$ cat config.mk
export PLATFORM = sky130hd
export DESIGN_NAME = interval_partition_assigner_top
export DESIGN_NICKNAME = d
export VERILOG_FILES = /design/src/design/ipa_pkg.sv /design/src/design/ipa_cell.sv /design/src/design/interval_partition_assigner_top.sv
export VERILOG_INCLUDE_DIRS = /design/src /design/src/design
export SDC_FILE = /design/constraint.sdc
export NUM_CORES = 1
export LEC_CHECK = 0
export ABC_AREA = 1
export BUFFER_PORTS_ARGS = -buffer_cell sky130_fd_sc_hd__buf_4
export CAP_MARGIN = 20
export CORE_UTILIZATION = 38
export CTS_CLUSTER_DIAMETER = 200
export DETAILED_ROUTE_END_ITERATION = 12
export MAX_ROUTING_LAYER = met4
export PLACE_DENSITY_LB_ADDON = 0.1
export SLEW_MARGIN = 5
export SYNTH_ARGS = -nofsm -noshare
export SYNTH_HDL_FRONTEND = slang
export SYNTH_HIERARCHICAL = 1
export SYNTH_SLANG_ARGS = --single-unit
$ cat constraint.sdc
create_clock -name clock -period 5 [get_ports clock]
set_input_delay 0.25 -clock clock [delete_from_list [all_inputs] [get_ports clock]]
set_output_delay 0.25 -clock clock [all_outputs]
set_load 0.05 [all_outputs]
$ cat src/design/interval_partition_assigner_top_macros.svh
// Assertion macros shared by the interval partition assigner RTL.
`ifndef INTERVAL_PARTITION_ASSIGNER_TOP_MACROS_SVH
`define INTERVAL_PARTITION_ASSIGNER_TOP_MACROS_SVH
`ifndef SYNTHESIS
// Checks a property at every rising clock edge outside reset.
`define IPA_ASSERT(label, clk, rst, prop) \
   label: assert property (@(posedge clk) disable iff (rst) (prop)) \
      else $error("interval partition assigner check failed");
// Checks that a condition is followed by a consequence in the next cycle.
`define IPA_ASSERT_NEXT(label, clk, rst, cond, conseq) \
   label: assert property (@(posedge clk) disable iff (rst) (cond) |=> (conseq)) \
      else $error("interval partition assigner sequence check failed");
`else
`define IPA_ASSERT(label, clk, rst, prop)
`define IPA_ASSERT_NEXT(label, clk, rst, cond, conseq)
`endif
`endif

$ cat src/design/ipa_pkg.sv
// Types and constants shared by the interval partition assigner modules.
package ipa_pkg;

   localparam int REQ_TIME_BITS = 16;
   localparam int RSP_INDEX_BITS = 4;
   localparam int RSP_COUNT_BITS = 5;
   localparam int RSP_STATUS_BITS = 2;
   localparam int REQ_TDATA_BITS = 2 * REQ_TIME_BITS;
   localparam int RSP_TDATA_BITS = 16;

   localparam logic ACTION_SCHEDULE = 1'b0;
   localparam logic ACTION_CLEAR = 1'b1;

   typedef enum logic [RSP_STATUS_BITS-1:0] {
      STATUS_OK    = 2'd0,
      STATUS_FULL  = 2'd1,
      STATUS_ORDER = 2'd2
   } status_type;

   // Broadcast control that every cell of the resource row sees.
   typedef struct packed {
      logic schedule;
      logic clear;
      logic none_fit;
   } cell_ctrl_type;

endpackage

$ cat src/design/ipa_cell.sv
// One resource slot of the assigner row: end time, open flag and fit logic.
module ipa_cell
   import ipa_pkg::*;
#(
   parameter int TIME_BITS = 16
) (
   input  logic                 clock,
   input  logic                 reset,
   input  cell_ctrl_type        ctrl,
   input  logic [TIME_BITS-1:0] start_time,
   input  logic [TIME_BITS-1:0] end_time,
   input  logic                 claim_in,
   input  logic                 prev_open,
   output logic                 claim_out,
   output logic                 take,
   output logic                 open
);

   logic [TIME_BITS-1:0] last_end_ff;
   logic [TIME_BITS-1:0] last_end_in;
   logic                 open_ff;
   logic                 open_in;
   logic                 fit;
   logic                 first_free;

   // A newer cell that fits has already claimed the activity when claim_in is set.
   assign fit        = open_ff && (last_end_ff <= start_time);
   assign first_free = !open_ff && prev_open;
   assign claim_out  = claim_in || fit;
   assign take       = ctrl.schedule && ((fit && !claim_in) || (first_free && ctrl.none_fit));
   assign open       = open_ff;

   always_comb begin
      last_end_in = last_end_ff;
      open_in     = open_ff;
      if (take) begin
         last_end_in = end_time;
      end
      if (ctrl.clear) begin
         open_in = 1'b0;
      end else if (take && first_free) begin
         open_in = 1'b1;
      end
   end

   always_ff @(posedge clock) begin
      if (reset) begin
         open_ff <= 1'b0;
      end else begin
         open_ff <= open_in;
      end
   end

   always_ff @(posedge clock) begin
      last_end_ff <= last_end_in;
   end

endmodule

$ cat src/design/interval_partition_assigner_top.sv
// Top level of the interval partition assigner: resource row, bookkeeping, result register.
//
// The block assigns activities, presented in order of start time, to resources by the
// greedy earliest-start rule. Each request transaction carries an action in req_tuser
// (schedule or clear) and the start and end times in req_tdata. A row of RESOURCES
// identical cells holds one resource each; every open cell compares its recorded end
// time with the new start in the same cycle, and a claim signal passed from the newest
// cell down to the oldest picks the highest-index resource that fits. If none fits, the
// first unopened cell takes the activity and the resource count grows. An activity whose
// start lies below the previous in-order start is dropped with an out-of-order status;
// one that finds every resource busy is dropped with a full status. A clear closes all
// resources at once. Every request transaction yields exactly one response transaction.
// The block accepts one transaction per cycle: the cell row settles a decision
// combinationally and updates its state at the same edge, and the response register lets a
// new request enter while the previous response is taken, so the block only stalls when
// a response is held back by rsp_tready. The response appears in the cycle after acceptance.
// No clearing pass follows reset; the cell open flags reset directly.
`include "interval_partition_assigner_top_macros.svh"

module interval_partition_assigner_top
   import ipa_pkg::*;
#(
   parameter int RESOURCES = 16,
   parameter int TIME_BITS = 16
) (
   input  logic                      clock,
   input  logic                      reset,
   input  logic                      req_tvalid,
   output logic                      req_tready,
   // Bits from the lowest up: start_time[15:0], end_time[31:16].
   input  logic [REQ_TDATA_BITS-1:0] req_tdata,
   // Bits from the lowest up: action[0].
   input  logic                      req_tuser,
   output logic                      rsp_tvalid,
   input  logic                      rsp_tready,
   // Bits from the lowest up: resource_index[3:0], opened_new[4], status[6:5],
   // resources_in_use[11:7], zero fill[15:12].
   output logic [RSP_TDATA_BITS-1:0] rsp_tdata
);

   localparam int IDX_BITS = $clog2(RESOURCES);
   localparam int CNT_BITS = $clog2(RESOURCES + 1);

   logic                 accept;
   logic                 is_clear;
   logic                 in_order;
   logic [TIME_BITS-1:0] start_time;
   logic [TIME_BITS-1:0] end_time;
   cell_ctrl_type        ctrl;

   logic [RESOURCES:0]   claim;
   logic [RESOURCES-1:0] take_vec;
   logic [RESOURCES-1:0] open_vec;
   logic [IDX_BITS-1:0]  take_idx;
   logic                 full;

   logic [CNT_BITS-1:0]  count_ff;
   logic [CNT_BITS-1:0]  count_in;
   logic [TIME_BITS-1:0] prev_start_ff;
   logic [TIME_BITS-1:0] prev_start_in;

   logic                      rsp_valid_ff;
   logic                      rsp_valid_in;
   logic [RSP_INDEX_BITS-1:0] rsp_index_ff;
   logic [RSP_INDEX_BITS-1:0] rsp_index_in;
   logic                      rsp_opened_ff;
   logic                      rsp_opened_in;
   status_type                rsp_status_ff;
   status_type                rsp_status_in;
   logic [RSP_COUNT_BITS-1:0] rsp_count_ff;
   logic [RSP_COUNT_BITS-1:0] rsp_count_in;

   // The response register frees the input side whenever it is empty or being drained.
   assign req_tready = !rsp_valid_ff || rsp_tready;
   assign accept     = req_tvalid && req_tready;

   // Times use the low TIME_BITS bits of each field.
   assign start_time = TIME_BITS'(req_tdata[REQ_TIME_BITS-1:0]);
   assign end_time   = TIME_BITS'(req_tdata[REQ_TDATA_BITS-1:REQ_TIME_BITS]);
   assign is_clear   = (req_tuser == ACTION_CLEAR);
   assign in_order   = (start_time >= prev_start_ff);

   assign ctrl.schedule = accept && !is_clear && in_order;
   assign ctrl.clear    = accept && is_clear;
   assign ctrl.none_fit = !claim[0];

   // The claim travels from the newest cell down to the oldest.
   assign claim[RESOURCES] = 1'b0;

   for (genvar i = 0; i < RESOURCES; i++) begin : g_cell
      ipa_cell #(
         .TIME_BITS (TIME_BITS)
      ) u_cell (
         .clock      (clock),
         .reset      (reset),
         .ctrl       (ctrl),
         .start_time (start_time),
         .end_time   (end_time),
         .claim_in   (claim[i+1]),
         .prev_open  ((i == 0) ? 1'b1 : open_vec[(i == 0) ? 0 : i-1]),
         .claim_out  (claim[i]),
         .take       (take_vec[i]),
         .open       (open_vec[i])
      );
   end

   assign full = open_vec[RESOURCES-1];

   // At most one cell takes the activity, so the index is an OR of the candidates.
   always_comb begin
      take_idx = '0;
      for (int i = 0; i < RESOURCES; i++) begin
         if (take_vec[i]) begin
            take_idx = take_idx | IDX_BITS'(i);
         end
      end
   end

   always_comb begin
      count_in      = count_ff;
      prev_start_in = prev_start_ff;
      rsp_index_in  = '0;
      rsp_opened_in = 1'b0;
      rsp_status_in = STATUS_OK;
      if (ctrl.clear) begin
         count_in      = '0;
         prev_start_in = '0;
      end else if (accept && !in_order) begin
         rsp_status_in = STATUS_ORDER;
      end else if (ctrl.schedule) begin
         // Even a dropped activity moves the start mark, since the stream was in order.
         prev_start_in = start_time;
         if (!ctrl.none_fit) begin
            rsp_index_in = RSP_INDEX_BITS'(take_idx);
         end else if (!full) begin
            rsp_index_in  = RSP_INDEX_BITS'(take_idx);
            rsp_opened_in = 1'b1;
            count_in      = CNT_BITS'(count_ff + 1'b1);
         end else begin
            rsp_status_in = STATUS_FULL;
         end
      end
      rsp_count_in = RSP_COUNT_BITS'(count_in);
      rsp_valid_in = accept || (rsp_valid_ff && !rsp_tready);
   end

   always_ff @(posedge clock) begin
      if (reset) begin
         count_ff      <= '0;
         prev_start_ff <= '0;
         rsp_valid_ff  <= 1'b0;
      end else begin
         count_ff      <= count_in;
         prev_start_ff <= prev_start_in;
         rsp_valid_ff  <= rsp_valid_in;
      end
   end

   // The payload loads only with an accepted transaction, so a held response stays put.
   always_ff @(posedge clock) begin
      if (accept) begin
         rsp_index_ff  <= rsp_index_in;
         rsp_opened_ff <= rsp_opened_in;
         rsp_status_ff <= rsp_status_in;
         rsp_count_ff  <= rsp_count_in;
      end
   end

   assign rsp_tvalid = rsp_valid_ff;
   assign rsp_tdata  = {
      {(RSP_TDATA_BITS - RSP_COUNT_BITS - RSP_STATUS_BITS - 1 - RSP_INDEX_BITS){1'b0}},
      rsp_count_ff,
      rsp_status_ff,
      rsp_opened_ff,
      rsp_index_ff
   };

   // A single winner in the row, and open cells always form a block counted by count_ff.
   `IPA_ASSERT(a_single_take, clock, reset, $onehot0(take_vec))
   `IPA_ASSERT(a_count_matches_row, clock, reset, count_ff == $countones(open_vec))
   `IPA_ASSERT_NEXT(a_order_drop_keeps_state, clock, reset,
      accept && !is_clear && !in_order, $stable(count_ff) && $stable(prev_start_ff))
   `IPA_ASSERT_NEXT(a_open_reported, clock, reset,
      ctrl.schedule && ctrl.none_fit && !full, rsp_tvalid && rsp_tdata[RSP_INDEX_BITS])

endmodule
==> out/metrics.csv, run 1 <==
metric,value,unit
ys_types,33,
crit_type,flip-flop to flip-flop,
synth_ff_type,edfxtp_1,
dpl.hpwl,34100,µm
fin_total_pwr,6.04,mW
drv_cap,0,
yosysTopAreaCellShare,44.6,%
cts.path.max_buffers,3,
grt_max_degree,50,
detail-route-antenna-nets,0,
power_density,285,mW/mm²
drc_errors,8,
nNetsFinal,2322,
fin_crit,4.51,ns
io_buffers,50,
yosysWarnings,6,
stdcell_count,2645,
setup_viol,0,
hp-class,input pin to flip-flop,
grt_pass1_vias,12500,
cp.required,5.30,ns
dieArea,0.0484,mm²
cts_sinks,306,
end_kind,flip-flop,
clk_pin_slew,0.06,ns
rsz0062_at_grt,false,
synth.avg_cell_area,9.83,µm²
skew,0.0268,ns
cts_tree,built,
numCtsBuffers,39,
ir_drop,219,µV
area_delta_synth_final,17.3,%
worst-path-max-fanout,7,
drive_above_1_share,17.5,%
antenna-diode-count,0,
synth.top_cells.by_count,"inv_1 (397), nand2_1 (318), ha_1 (273), edfxtp_1 (268), nor2_1 (129)",
violations,design-rule violations,
synth_most_common_cell,inv_1,
syn-instance-count,1836,
cts_root_buf,clkbuf_16,
ys_ff_latch,306,
slew-limit-headroom,45.8,%
synth_largest_area_cell,edfxtp_1,
setup_ws,0.494,ns
cpMaxStageDelayCell,nor2_1,
hold_violations,0,
synth-seq-area-share,48.8,%
avgViaCountPerCell,4.78,
path_common_cell,nand2_1,
slew_violations,0,
design_area,0.0212,mm²
vias,12600,
io_pins,55,
place_ws,-0.323,ns
grt_pass1_wl,73100,µm
p_leak,9.82,nW
h-tree-depth,2,
max_stage_delay,0.41,ns
post_drt_wl_per_cell,18.3,µm
fillers,4498,
worst_pin_slew,0.812,ns
grtUsageTotal,21.4,%
drt_wl_total,48300,µm
insertion_delay,0.57,ns
synth_area_leaders,"edfxtp_1 (45%), ha_1 (19%), inv_1 (8.3%)",
die_x,220,µm
status,"finished, violations left",
die_h,220,µm
fmax,0.222,GHz
first_iter_violations,786,
synth-edff-count,268,
grt.overflow.total,0,
placed_area,0.0199,mm²
fp-row-count,79,
critPathLaunchType,flip-flop,
drt-pass1-iter-count,8,
initial_core_util,38.7,%
fin_crit_sh,90.1,%
coreArea,0.0467,mm²
syn_area,0.0180,mm²
critPathArrivalTime,4.80,ns
dpl.cell_count,2572,
antenna_found_initial,0,
finalWeightedCongestion,0.800,
async_flop_share,0,%
==> kinds of logic (layout without fill, tap and decap cells) <==
kind of cell,Yosys count,after routing,synth area share [%]
simple gates,657,657,17.4
buf+inv,410,607,8.82
flops,306,306,48.8
fa+ha+maj,273,273,18.9
compound gates,188,188,6.03
other cells,2,7,0.0416
==> worst max-delay path, delay by kind of cell, from the launching register on <==
family,cells,cell delay [ns]
adders and majority gates,1,0.30
buffers and inverters,16,0.86
AOI/OAI and AO/OA,1,0.10
and+or+nand+nor,25,2.57
DFF,1,0.37
==> routing by layer <==
| layer | GRT usage (%) | part of all wire (%) |
|---|---|---|
| met3 | 2.31 | 3.2 |
| met4 | 7.70 | 3.2 |
| met5 | - | 0 |
| met2 | 34.5 | 47 |
| met1 | 27.7 | 47 |
==> placed cells by master (no fill, tap or decap), types with 33 or more instances in the layout <==
master	n
inv_1	396
nand2_1	315
ha_1	273
edfxtp_1	268
buf_4	128
nor2_1	126
a21oi_1	102
nand3_1	60
nand2_2	53
clkbuf_16	40
dfxtp_1	38
nand3_2	33
==> stage by stage <==
stage | setup TNS (ns) | utilization, % | hold WS [ns]
after global routing | 0 | 45.4 | 0.0317
after floorplan | 0 | - | 0.319
after global placement | -47.40 | 42.6 | 0.464
after detailed placement | -32.19 | 42.6 | 0.472
after CTS | 0 | 45.1 | 0.0172
final | 0 | 45.4 | 0.0456
==> what timing repair did <==
item                                    4_1_cts  5_1_grt
gates cloned                                  0        0
resized for setup                             4       17
buffers inserted                              0        4
hold buffers                                  2        0
endpoints found under the setup margin      196      264
pin swaps                                     0        6
hold endpoints to repair                      1        0
==> layout make-up <==
type / count / area, µm² / share of cell area, %
inverters: 401 / 1520 / 7.16
multi-input cells: 1125 / 7800 / 36.8
flip-flops and latches: 306 / 8810 / 41.6
repair buffers: 139 / 1140 / 5.40
clock inverters: 13 / 77.6 / 0.366
well taps: 607 / 759 / 3.59
clock buffers: 54 / 1060 / 5.02
==> final timing paths <==
kind	from	to	cells past startpoint	slack, ns
setup / recovery	g_cell[14].u_cell/last_end_ff[3]	rsp_index_ff[0]	43	0.49
hold / removal	req_tuser	rsp_status_ff[1]	2	0.05
hold reg to reg	prev_start_ff[7]	prev_start_ff[7]	2	0.48
setup reg to reg	g_cell[14].u_cell/last_end_ff[3]	rsp_index_ff[0]	43	0.49
==> registers in the layout, summed over array words and instances, names as in the netlist <==
| register | cells |
|---|---|
| rsp_index_ff | 4 |
| rsp_tvalid | 1 |
| g_cell.u_cell/last_end_ff | 256 |
| g_cell.u_cell/open | 16 |
| rsp_count_ff | 5 |
| count_ff | 5 |
| prev_start_ff | 16 |
| rsp_opened_ff | 1 |
| rsp_status_ff | 2 |
==> report_power, final <==
part	internal, mW	switching (mW)
Clock	1.48	1.11
Combinational	0.217	0.428
Sequential	2.79	0.00803
Note: power is estimated with default switching activity, not from simulation.
==> run 2, diff against run 1 <==
ABC_AREA = 0   (was 1)
CTS_CLUSTER_DIAMETER = unset   (was 200)
==> run 2 against run 1 <==
  * The run ends with negative setup slack left
  * Utilization grew 2.5 points
  * Synthesized cell count fell by 21%
  * Routed wire length up 9.1%
  * Via count is 4.6% lower
  * Final cell count down 14%
  * Clock skew is 0.0070 ns lower
  * First-iteration DRC count decreased by 1.9%
  * Design area increased by 0.84%
  * Fmax shrank 17%
  * Sequential share of layout area down 0.35 points
  * Global-route usage is 2.4 points higher
  * Largest power group unchanged
  * Highest routed layer unchanged
==> out/metrics.csv, run 2 <==
metric,value,unit,change
drc_errors,0,,-8
die_h,216,µm,-1.9%
dieArea,0.0465,mm²,-3.8%
skew,0.0197,ns,-0.00705 ns
synth_top_family_by_area,adder cells,,
cts_tree,built,,
final_common_cell,inv_1,,
setup_viol,279,,+279
hp-class,input pin to flip-flop,,
drive_above_1_share,20.3,%,+2.8 points
design_area,0.0213,mm²,+0.84%
synth-seq-area-share,50.8,%,+2.0 points
nNetsFinal,1966,,-15%
stdcell_count,2276,,-14%
initial_core_util,38.9,%,+0.22 points
crit_type,flip-flop to flip-flop,,
synth_most_common_cell,inv_1,,
antenna_found_initial,5,,+5
synth_ff_type,edfxtp_1,,
comb_power_share,11.4,%,+0.7 points
largest_reg_flops,256,,unchanged
avgViaCountPerCell,5.30,,+11%
synth.avg_cell_area,12.0,µm²,+22%
first_iter_violations,771,,-1.9%
grt_max_degree,26,,-48%
slew-limit-headroom,31.7,%,-14 points
hold_violations,0,,unchanged
violations,negative setup slack,,
p_sw,1.54,mW,-0.36%
die_x,216,µm,-1.9%
numCtsBuffers,38,,-2.6%
placed_area,0.0200,mm²,+0.73%
post_drt_wl_per_cell,23.1,µm,+27%
ir_drop,269,µV,+23%
post-route-util,47.9,%,+2.5 points
cts_root_buf,clkbuf_16,,
antenna-diode-count,0,,unchanged
power_frac_clock,42.8,%,about the same
p_int,4.57,mW,+1.7%
coreArea,0.0446,mm²,-4.4%
p_leak,9.05,nW,-7.8%
synth_largest_area_cell,edfxtp_1,,
cpMaxStageDelayCell,edfxtp_1,,
async_flop_share,0,%,unchanged
end_kind,flip-flop,,
max_stage_delay,0.44,ns,+0.03 ns
cp.required,5.26,ns,-0.04 ns
clk_pin_slew,0.06,ns,about the same
yosysTopAreaCellShare,46.4,%,+1.8 points
top_register,g_cell.u_cell/last_end_ff,,
setup_ws,-0.435,ns,-0.928 ns
ys_ff_latch,306,,unchanged
drt_wl_total,52700,µm,+9.1%
crit_start,g_cell[15].u_cell/last_end_ff[7],,
synthSimpleGateAreaFrac,9.84,%,-7.5 points
critPathArrivalTime,5.69,ns,+0.89 ns
multi_input_area,0.00790,mm²,+1.2%
detail-route-antenna-nets,0,,unchanged
place_ws,-0.483,ns,-0.160 ns
worst_pin_slew,1.02,ns,+0.210 ns
area_delta_synth_final,23.0,%,
layout_common_cells,"inv_1 (290), ha_1 (268), edfxtp_1 (268)",,
synth.top_cells.by_count,"inv_1 (291), ha_1 (273), edfxtp_1 (268), a21oi_1 (107), nand3_1 (52)",,
finalWeightedCongestion,0.823,,+2.8%
cts.path.max_buffers,3,,unchanged
io_buffers,50,,unchanged
cts_sinks,306,,unchanged
syn-instance-count,1445,,-21%
synth-edff-count,268,,unchanged
worst-path-max-fanout,16,,+9
synthAdderAreaFrac,19.7,%,+0.76 points
drt-pass1-iter-count,5,,-3
synth_compound_area_share,12.9,%,+6.9 points
critPathLaunchType,flip-flop,,
vias,12100,,-4.6%
slew_violations,0,,unchanged
fmax,0.184,GHz,-17%
io_pins,55,,unchanged
yosysWarnings,6,,unchanged
grt.overflow.total,0,,unchanged
h-tree-depth,2,,unchanged
register_area,0.00881,mm²,unchanged
status,"finished, violations left",,
fillers,4012,,-11%
insertion_delay,0.56,ns,about the same
synth_mux_area_share,0,%,unchanged
grtUsageTotal,23.8,%,+2.4 points
grt_pass1_wl,77400,µm,+5.9%
fin_crit_sh,109,%,+19 points
power_density,286,mW/mm²,+0.35%
fp-row-count,77,,-2.5%
path_common_cell,o21bai_4,,
dpl.cell_count,2200,,-14%
drv_cap,0,,unchanged
reg2reg_from,g_cell[15].u_cell/last_end_ff[7],,
ys_types,49,,+48%
p_seq_share,45.7,%,-0.7 points
min_from,reset,,
fin_total_pwr,6.11,mW,+1.2%
rsz0062_at_grt,true,,
synth_xor_area_share,0,%,unchanged
grt_pass1_vias,12100,,-3.0%
power_switching_share,25.2,%,-0.39 points
fin_crit,5.43,ns,+0.928 ns
syn_area,0.0174,mm²,-3.8%
dpl.hpwl,36400,µm,+6.6%
synth_area_leaders,"edfxtp_1 (46%), ha_1 (20%), inv_1 (6.3%)",,
## run 2: cell count changes after synthesis, sizes merged, moves of 33 or more
cell    previous run  this run
nand2            371        43
nor2             131         8
inv              400       291
nand4             18        65
nand3             93        52
a211oi             0        33
## run 2: cells by family after synthesis
| family | count (synthesis) |
|---|---|
| adder cells (fa/ha/maj) | 273 |
| buffers and inverters | 305 |
| other | 2 |
| AND/OR/NAND/NOR | 256 |
| flip-flops | 306 |
| AO/OA/AOI/OAI | 303 |
## run 2: cell type report
type                            instances  share of cell area, %
Clock buffer                           54                   5.18
Inverter                              292                   5.19
Sequential cell                       306                   41.3
Clock inverter                         14                  0.275
Multi-Input combinational cell        839                   37.0
Tap cell                              592                   3.47
Timing Repair Buffer                  179                   7.63
## run 2: layer usage
metal  global-route usage, %  vias to the layer above  routed length, µm
li1                        -                     5772                  -
met1                    31.3                     5936              24200
met2                    37.7                      274              24700
met3                    3.54                       80               2280
met4                    7.49                        0               1510
met5                       -                        -                  0
## run 2: worst max-delay path: cells and delay by family, from the launching register on
family                   cells  cell delay [ns]
adder cells (fa/ha/maj)      1             0.30
AND/OR/NAND/NOR              3             0.45
buffers and inverters        3             0.50
AO/OA/AOI/OAI               19             3.41
flip-flops                   1             0.44
## run 2: timing repair
item,4_1_cts,5_1_grt
hold buffers,2,0
endpoints found under the setup margin,287,288
setup buffers,1,5
pin swaps,6,10
resized for setup,7,10
endpoints found under the hold margin,1,0
## run 2: power by group through the flow
stage | Clock (mW) | Combinational (mW) | Sequential, mW
finish | 2.62 | 0.698 | 2.79
global route | 2.79 | 0.761 | 2.79
CTS | 2.68 | 0.698 | 2.79
detailed placement | 0 | 0.690 | 2.85
global placement | 0 | 0.681 | 2.85
floorplan | 0 | 0.330 | 2.86
## run 2: path summary, 6_finish.rpt
path | endpoint | slack, ns | depth (start not counted)
max reg2reg | g_cell[15].u_cell/last_end_ff[6] | -0.43 | 26
min reg2reg | prev_start_ff[7] | 0.48 | 2
min | g_cell[11].u_cell/open | 0.11 | 2
max | g_cell[15].u_cell/last_end_ff[6] | -0.43 | 26
## run 2: metrics by stage
| stage | TNS, ns | hold slack (ns) |
|---|---|---|
| global placement | -94.10 | 0.463 |
| floorplan | 0 | 0.319 |
| global route | -154.72 | 0.0901 |
| detailed placement | -122.87 | 0.468 |
| CTS | -121.58 | 0.0693 |
| finish | -90.79 | 0.109 |
==> run 3, diff against run 2 <==
CORE_UTILIZATION = 57   (was 38)
GPL_ROUTABILITY_DRIVEN = 0   (was unset)
==> run 3 against run 2 <==
  * The run still ends with negative setup slack left
  * Critical path depth unchanged
  * Worst hold slack worse by 0.095 ns
  * Clock power about the same
  * Largest cell class unchanged
  * Largest power group unchanged
==> out/metrics.csv, run 3 (synthesis gave the netlist of run 2 again) <==
metric,value,unit,change
post_drt_wl_per_cell,22.5,µm,-3.0%
fin_crit_sh,107,%,-1.4 points
die_x,176,µm,-18%
hold_violations,0,,unchanged
cts_hold_buffers,0,,-2
rsz0062_at_grt,true,,
top_register,g_cell.u_cell/last_end_ff,,
skew,0.0126,ns,-0.00712 ns
slew_violations,0,,unchanged
cpMaxStageDelayCell,edfxtp_1,,
end_kind,flip-flop,,
cts_root_buf,clkbuf_16,,
r2r_setup_slack,-0.37,ns,+0.07 ns
drv_cap,0,,unchanged
cts_sinks,306,,unchanged
cts_tree,built,,
min_from,req_tvalid,,
io_buffers,50,,unchanged
ir_drop,377,µV,+40%
holdWs,0.0136,ns,-0.0955 ns
initial_core_util,58.2,%,+19 points
fillers,2088,,-48%
drt-pass1-iter-count,5,,unchanged
vias,12000,,-0.12%
grt.overflow.total,0,,unchanged
p_leak,8.93,nW,-1.4%
reg2reg_from,g_cell[15].u_cell/last_end_ff[11],,
max_stage_delay,0.42,ns,-0.02 ns
status,"finished, violations left",,
h-tree-depth,2,,unchanged
critPathArrivalTime,5.58,ns,-0.11 ns
largest_reg_flops,256,,unchanged
crit_start,g_cell[15].u_cell/last_end_ff[11],,
worst_pin_slew,1.07,ns,+0.0508 ns
avgViaCountPerCell,5.90,,+11%
insertion_delay,0.51,ns,-0.05 ns
final_common_cell,inv_1,,
antenna-diode-count,0,,unchanged
nNetsFinal,1939,,-1.4%
grt_pass1_wl,69200,µm,-11%
first_iter_violations,994,,+29%
grt_max_degree,34,,+31%
violations,negative setup slack,,
numCtsBuffers,35,,-7.9%
cts.path.max_buffers,3,,unchanged
die_h,176,µm,-18%
design_area,0.0209,mm²,-2.2%
area_delta_synth_final,20.3,%,
detail-route-antenna-nets,0,,unchanged
io_pins,55,,unchanged
grt_pass1_vias,12000,,-1.4%
layout_common_cells,"inv_1 (290), ha_1 (269), edfxtp_1 (268)",,
worst-path-max-fanout,16,,unchanged
cp.required,5.21,ns,-0.05 ns
drt_wl_total,45800,µm,-13%
setup_viol,272,,-2.5%
antenna_found_initial,0,,-5
critPathLaunchType,flip-flop,,
power_density,290,mW/mm²,+1.4%
drive_above_1_share,19.4,%,-0.93 points
setup_ws,-0.365,ns,+0.0693 ns
fp-row-count,63,,-18%
crit_type,flip-flop to flip-flop,,
fin_crit,5.37,ns,-0.0693 ns
finalSetupTns,-64.86,ns,+25.93 ns
post-route-util,70.0,%,+22 points
coreArea,0.0298,mm²,-33%
path_common_cell,o21bai_4,,
hp-class,input pin to flip-flop,,
dpl.hpwl,31800,µm,-13%
slew-limit-headroom,28.3,%,-3.4 points
drc_errors,0,,unchanged
fin_total_pwr,6.06,mW,-0.84%
placed_area,0.0194,mm²,-2.9%
fmax,0.186,GHz,+1.3%
dieArea,0.0311,mm²,-33%
clk_pin_slew,0.06,ns,about the same
grtUsageTotal,31.2,%,+7.4 points
==> run 3: final timing paths <==
kind                                     end  cells after the start
max          g_cell[8].u_cell/last_end_ff[9]                     26
min                               rsp_tvalid                      3
min reg2reg                 prev_start_ff[2]                      2
max reg2reg  g_cell[8].u_cell/last_end_ff[9]                     26
==> run 3: cell type report <==
type | count | area (µm²) | share of cell area (%)
Sequential cell | 306 | 8810 | 42.2
Timing Repair Buffer | 154 | 1390 | 6.66
Inverter | 292 | 1110 | 5.31
Tap cell | 390 | 488 | 2.34
Clock buffer | 44 | 972 | 4.66
Clock inverter | 15 | 194 | 0.929
Multi-Input combinational cell | 839 | 7900 | 37.9
Timing Repair inverter | 1 | 8.76 | 0.0420
==> run 3: where the power goes <==
| group | internal, mW | total (mW) | switching (mW) |
|---|---|---|---|
| sequential | 2.79 | 2.79 | 0.00643 |
| clock | 1.62 | 2.61 | 0.986 |
| combinational | 0.234 | 0.653 | 0.420 |
| total | 4.65 | 6.06 | 1.41 |
==> run 3: metal layers <==
metal | part of all wire, % | vias up | GRT usage, %
li1 | - | 5713 | -
met1 | 42 | 5781 | 40.5
met2 | 45 | 437 | 48.0
met3 | 7.2 | 117 | 5.19
met4 | 5.2 | 0 | 14.4
met5 | 0 | - | -
==> run 3: per-stage QoR <==
step | instances | setup WS, ns
2_1_floorplan | 1450 | 0.00629
3_3_place_gp | 1964 | -0.229
3_5_place_dp | 1964 | -0.358
4_1_cts | 2028 | -0.307
5_1_grt | 2041 | -0.578
6_report | 2041 | -0.365
==> run 3: worst max-delay path, delay by kind of cell (launching register included) <==
kind	cells	cell delay, ns
adder cells (fa/ha/maj)	1	0.30
AO/OA/AOI/OAI	19	3.39
AND/OR/NAND/NOR	3	0.43
buffers and inverters	3	0.51
flip-flops	1	0.42
==> run 3: timing repair <==
action / 4_1_cts / 5_1_grt
pin swaps: 3 / 6
buffers inserted: 5 / 10
gates cloned: 0 / 2
endpoints found under the setup margin: 271 / 288
gates resized for setup: 5 / 17
